## src/rtl/tjfk_pkg.sv

```systemverilog
// shared constants, types and cordic table for the leg forward kinematics block
package tjfk_pkg;

    localparam int CORDIC_STAGES = 16;
    localparam int XY_W          = 34;
    localparam int Z_W           = 32;
    localparam int ANG_W         = 18;
    localparam int LINK_W        = 13;
    localparam int PROD_W        = 48;
    localparam int CORD_LAT      = CORDIC_STAGES + 2;
    localparam int COMB_LAT      = 4;
    localparam int TOTAL_LAT     = CORD_LAT + COMB_LAT;

    localparam logic signed [ANG_W-1:0] HALF_TURN    = 18'sd23040;
    localparam logic signed [ANG_W-1:0] FULL_TURN    = 18'sd46080;
    localparam logic signed [ANG_W-1:0] QUARTER_TURN = 18'sd11520;
    localparam logic signed [XY_W-1:0]  CORDIC_K     = 34'sd652032875;

    localparam logic [1:0] REG_HIP   = 2'd0;
    localparam logic [1:0] REG_THIGH = 2'd1;
    localparam logic [1:0] REG_FOOT  = 2'd2;

    typedef struct packed {
        logic signed [XY_W-1:0] cos_val;
        logic signed [XY_W-1:0] sin_val;
    } trig_t;

    function automatic logic signed [Z_W-1:0] atan_val(input int idx);
        logic signed [Z_W-1:0] v;
        case (idx)
            0:  v = 32'sd188743680;
            1:  v = 32'sd111421900;
            2:  v = 32'sd58872272;
            3:  v = 32'sd29884485;
            4:  v = 32'sd15000234;
            5:  v = 32'sd7507429;
            6:  v = 32'sd3754631;
            7:  v = 32'sd1877430;
            8:  v = 32'sd938729;
            9:  v = 32'sd469366;
            10: v = 32'sd234683;
            11: v = 32'sd117342;
            12: v = 32'sd58671;
            13: v = 32'sd29335;
            14: v = 32'sd14668;
            15: v = 32'sd7334;
            16: v = 32'sd3667;
            17: v = 32'sd1833;
            18: v = 32'sd917;
            19: v = 32'sd458;
            20: v = 32'sd229;
            21: v = 32'sd115;
            22: v = 32'sd57;
            23: v = 32'sd29;
            default: v = '0;
        endcase
        return v;
    endfunction

endpackage

```

## src/rtl/tjfk_cordic.sv

```systemverilog
// pipelined rotation cordic: angle wrap and fold, one register per stage
module tjfk_cordic (
    input  logic                               aclk,
    input  logic                               en,
    input  logic signed [tjfk_pkg::ANG_W-1:0]  ang,
    output tjfk_pkg::trig_t                    trig
);
    localparam int N = tjfk_pkg::CORDIC_STAGES;

    logic signed [tjfk_pkg::XY_W-1:0] x_reg [0:N];
    logic signed [tjfk_pkg::XY_W-1:0] y_reg [0:N];
    logic signed [tjfk_pkg::Z_W-1:0]  z_reg [0:N];
    logic                             neg_reg [0:N];
    tjfk_pkg::trig_t                  trig_reg;

    logic signed [tjfk_pkg::ANG_W-1:0] wrap_a, fold_a;
    logic                              fold_neg;

    function automatic logic signed [tjfk_pkg::Z_W-1:0] Z_SHIFT(
        input logic signed [tjfk_pkg::ANG_W-1:0] a);
        logic signed [tjfk_pkg::Z_W-1:0] e;
        e = tjfk_pkg::Z_W'(a);
        return e <<< 15;
    endfunction

    always_comb begin
        if (ang >= tjfk_pkg::HALF_TURN) begin
            wrap_a = ang - tjfk_pkg::FULL_TURN;
        end else if (ang < -tjfk_pkg::HALF_TURN) begin
            wrap_a = ang + tjfk_pkg::FULL_TURN;
        end else begin
            wrap_a = ang;
        end
        fold_neg = 1'b1;
        if (wrap_a > tjfk_pkg::QUARTER_TURN) begin
            fold_a = wrap_a - tjfk_pkg::HALF_TURN;
        end else if (wrap_a < -tjfk_pkg::QUARTER_TURN) begin
            fold_a = wrap_a + tjfk_pkg::HALF_TURN;
        end else begin
            fold_a   = wrap_a;
            fold_neg = 1'b0;
        end
    end

    always_ff @(posedge aclk) begin
        if (en) begin
            x_reg[0]   <= tjfk_pkg::CORDIC_K;
            y_reg[0]   <= '0;
            z_reg[0]   <= Z_SHIFT(fold_a);
            neg_reg[0] <= fold_neg;
            for (int i = 0; i < N; i++) begin
                if (!z_reg[i][tjfk_pkg::Z_W-1]) begin
                    x_reg[i+1] <= x_reg[i] - (y_reg[i] >>> i);
                    y_reg[i+1] <= y_reg[i] + (x_reg[i] >>> i);
                    z_reg[i+1] <= z_reg[i] - tjfk_pkg::atan_val(i);
                end else begin
                    x_reg[i+1] <= x_reg[i] + (y_reg[i] >>> i);
                    y_reg[i+1] <= y_reg[i] - (x_reg[i] >>> i);
                    z_reg[i+1] <= z_reg[i] + tjfk_pkg::atan_val(i);
                end
                neg_reg[i+1] <= neg_reg[i];
            end
            trig_reg.cos_val <= neg_reg[N] ? -x_reg[N] : x_reg[N];
            trig_reg.sin_val <= neg_reg[N] ? -y_reg[N] : y_reg[N];
        end
    end

    assign trig = trig_reg;

endmodule

```

## config.mk

```make
export PLATFORM = sky130hd
export DESIGN_NAME = tjfk_cordic
export DESIGN_NICKNAME = d
export VERILOG_FILES = /design/src/rtl/tjfk_pkg.sv /design/src/rtl/tjfk_cordic.sv
export SDC_FILE = /design/constraint.sdc
export NUM_CORES = 2
export LEC_CHECK = 0
export BUFFER_PORTS_ARGS = -buffer_cell sky130_fd_sc_hd__clkbuf_2
export CORE_MARGIN = 8
export CORE_UTILIZATION = 58
export DETAILED_ROUTE_END_ITERATION = 10
export PLACE_DENSITY = 0.71
export SETUP_SLACK_MARGIN = 0.4
export SLEW_MARGIN = 20
export SYNTH_ARGS = -nofsm -noshare
export SYNTH_HDL_FRONTEND = slang
export SYNTH_SLANG_ARGS = --single-unit
export TNS_END_PERCENT = 10
```

## constraint.sdc

```tcl
create_clock -name aclk -period 13.4 [get_ports aclk]
set_clock_uncertainty 0.15 [all_clocks]
set_input_delay 2.01 -clock aclk [delete_from_list [all_inputs] [get_ports aclk]]
set_output_delay 2.01 -clock aclk [all_outputs]
set_load 0.05 [all_outputs]
```

# Word level (Yosys, flattened, before mapping)
# Memory sizes are Yosys's and may differ from the RTL's.
# Index checks and enable logic that the tools add are counted.
# classes
addsub	101
order_cmp	4
muxes	218
bitwise_logic	48
# op_table
operator	n
$mux W32	80
$mux W34	34
$add A32 B32 Y32	16
$sub A32 B32 Y32	16
$mux W1	100
$add A34 B19 Y34	2
$add A34 B20 Y34	2
$add A34 B21 Y34	2
$add A34 B22 Y34	2
$add A34 B23 Y34	2
$add A34 B24 Y34	2
$add A34 B25 Y34	2
$add A34 B26 Y34	2
$add A34 B27 Y34	2
$add A34 B28 Y34	2
$add A34 B29 Y34	2
$add A34 B30 Y34	2
$add A34 B31 Y34	2
$add A34 B32 Y34	2
$add A34 B33 Y34	2
$neg A34 Y34	2
$sub A34 B19 Y34	2
$sub A34 B20 Y34	2
$sub A34 B21 Y34	2
25 further kinds	87
# word_totals
reg_bits	68
ramBits	1717
in_bits	20
out_inout_bits	68
elab_cells	377
n_memories	4
# memory_table
memory	words	width	read_ports	rd_ports_with_merged_regs	write_ports	line_no	source
x_reg	17	34	17	0	17	tjfk_cordic.sv:10	logic signed [tjfk_pkg::XY_W-1:0] x_reg [0:N];
y_reg	17	34	17	0	17	tjfk_cordic.sv:11	logic signed [tjfk_pkg::XY_W-1:0] y_reg [0:N];
z_reg	17	32	16	0	17	tjfk_cordic.sv:12	logic signed [tjfk_pkg::Z_W-1:0] z_reg [0:N];
neg_reg	17	1	17	0	17	tjfk_cordic.sv:13	logic neg_reg [0:N];

# Logic depth before layout (Yosys ltp)
# depth
ltp_word	6
mapped_depth	22
depth_no_buf	22

# Least setup slack after synthesis
# No wires, ideal clock.
# synth_path
path_kind	in2reg
from	input port en
to	memory x_reg[5][32] in the netlist's numbering, data pin
setup_ns	0.258
t_arrival_ns	6.527
required_ns	12.992
path_slack_ns	6.466
cell_stages	18
path_cell_list	clkbuf_1 -> clkbuf_1 -> nand2_1 -> clkbuf_1 -> clkbuf_1 -> o21ai_0 -> fa_1 -> a21o_1 -> a21oi_1 -> o21ai_0 -> a21oi_1 -> o21ai_0 -> a211oi_1 -> o21ai_0 -> or4b_2 -> a31o_2 -> a21oi_1 -> xnor2_1
# synth_lines
item	line_no	source
start: declaration	tjfk_cordic.sv:4	input logic en,
end: declaration	tjfk_cordic.sv:10	

==> metrics <==
adder-cell share of the synthesized area=0.1443; Crit. End Element=flop; post-route cell area=135,000 µm²; CP required=13.80 ns; die area=231,200 µm²; Final Wtd Congestion=0.9625; Initial Utilization=0.5838; die height=480.8 µm; Hold Fails Final Rpt=0; Max Slew Vio Count=0; max_cap viols=0; Worst-Margin Slew=1.210 ns; Clk Tree Root Cell=clkbuf_16; post-synthesis mux area share=0.009197; crit path time final=7.829 ns; CP max FO=100; multi-input logic area=76,950 µm²; Die Wd=480.8 µm; critical path's top delay family=compound AO/OA/AOI/OAI gates; vias per cell=6.154; Buf/Inv on CP=5; CP peak stage delay=0.71 ns; TNS Setup=0 ns; vias=98.85k; initial antenna violation count=2; Arr. time, crit path=8.23 ns; largest family of logic cells by synthesized area=compound AO/OA/AOI/OAI gates; routed wire length=322.2 mm; cells after synthesis=12.94k; setup bufs post-CTS=0; H-Tree Level Count=4; GR Overflow Total=0; most frequent cells in the layout=1,520 x edfxtp_1, 1,373 x ha_1, 1,321 x xnor2_1, 1,308 x a21oi_1, 988 x nor2_1; xor and xnor area share after synthesis=0.1324; CTS tree=built; Synth cell types=87; count of input and output buffers=87; most frequent CP cell=buf_4; instance area at placement=129,200 µm²; Synth Area in Simple Gates=0.1270; core box area=214,600 µm²; number of buffers created by CTS=172; DR pass1 iterations=6; Post-CTS Resized=0; Synth Cell Area=125,300 µm²; # fillers=17.55k; gr usage total=0.2682; I/O pins=88; Seq. cell area=45,640 µm²; vias in the first global route=94.50k; CTS max path bufs=3; layout net count=14.52k; # rows=170; CP max stage cell=buf_4; Remaining DRCs=0; crit-path cells=buf_12 > buf_4 > nand2_2 > buf_4 > inv_1 > buf_4 > nor2_1 > xnor2_1 > ha_1 > nor2b_1 > o21ai_0 > a21boi_0 > o31ai_1 > a31oi_1 > and3_1 > o21ai_0 > o311ai_0 > a21oi_1 > o311ai_0 > o21ba_2; Detailed Place HPWL=252.6 mm; complex-gate fraction of the synthesized area=0.2007; Peak Freq=127.7 MHz; post-route core utilization=0.6288; clk sinks=1,520; Hold Buf Count CTS=0; first-pass GRT wire length=508.2 mm; Synth Flop Type=edfxtp_1; RSZ-0062 raised after global routing=no; Post-synth EDFFs=1,520; pin count of the biggest net entering global routing=132; outcome=finished clean; WL/cell=20.06 µm; CP Launch Type=input pin; share of post-route cells with drive strength above 1=0.04530; Antenna Violating Nets Remaining=0; Largest register FFs=511; post-synthesis register bit count=1,520; post-synthesis sequential area ratio=0.3643; DR iter-0 viols=7,875; Async S/R FF share, synth=0; period utilisation layout=0.5842; Max-slew headroom=0.1886; yosys warns=0; worst setup path category=in -> reg; Syn Area/Cell=9.685 µm²; area grow syn2layout=7.707%; Clock transition at path regs=0.06 ns; Tightest Hold Check Type=reg -> reg; Finish-stage setup viols=0; worst-skew pair later-pin latency=0.81 ns; most common cell after layout, fill and taps aside=edfxtp_1
==> worst paths after layout <==
kind	start	slack [ns]	to	depth (start not counted)
worst min-delay path	neg_reg[0][12]	0.27	neg_reg[0][13]	0
worst max-delay path	en	5.57	y_reg[11][30]	20
worst max register to register	y_reg[8][13]	7.24	x_reg[9][33]	20
worst min register to register	neg_reg[0][12]	0.27	neg_reg[0][13]	0
==> cells in the mapped netlist, drive strengths merged, types with 164 or more instances <==
library cell     n  area share
nor3           311       0.012
nand2          742       0.022
nand3          228      0.0091
xor2           573       0.040
o21bai         187       0.011
ha            1373        0.14
o21ai          719       0.029
a21oi         1308       0.052
clkbuf         167      0.0050
o31ai          164      0.0099
xnor2         1321       0.092
nand2b         218       0.011
edfxtp        1520        0.36
nor2b          174      0.0087
nor2           989       0.030
a21o           601       0.036
inv            544       0.016
o21a           228       0.014
==> metrics by stage <==
step	cells	hold slack [ns]	setup WS (ns)
6_report	16060	0.2681	5.571
5_1_grt	16060	0.2741	5.033
4_1_cts	16060	0.2685	5.714
3_5_place_dp	15750	0.2545	4.821
3_3_place_gp	15750	0.2519	4.933
2_1_floorplan	12950	0.2503	6.466
==> layer usage <==
layer / GRT usage / up-vias / wire length, µm
met3: 0.03438 / 536 / 17490
li1: - / 48350 / -
met5: 0 / - / 13
met4: 0.08253 / 2 / 10300
met1: 0.3503 / 47100 / 140500
met2: 0.4649 / 2861 / 153800
==> layout make-up <==
class,instances,area share
tap,2838,0.02631
antenna,1,0.00001854
timing repair buffer,155,0.007398
inverter,547,0.01521
clock buffer,196,0.03319
sequential,1520,0.3382
multi-input combinational,10690,0.5701
clock inverter,118,0.009512
==> kinds of logic (layout without fill, tap and decap cells) <==
kind of cell | count (synthesis) | after routing
mux | 110 | 110
xor+xnor | 1894 | 1894
flops | 1520 | 1520
compound gates | 3964 | 3964
fa+ha+maj | 1418 | 1418
other cells | 2 | 11
buf+inv | 738 | 1016
simple gates | 3292 | 3292
Power is not shown: default switching activity piles up to over one toggle a cycle in this logic, so the estimate is an artifact.
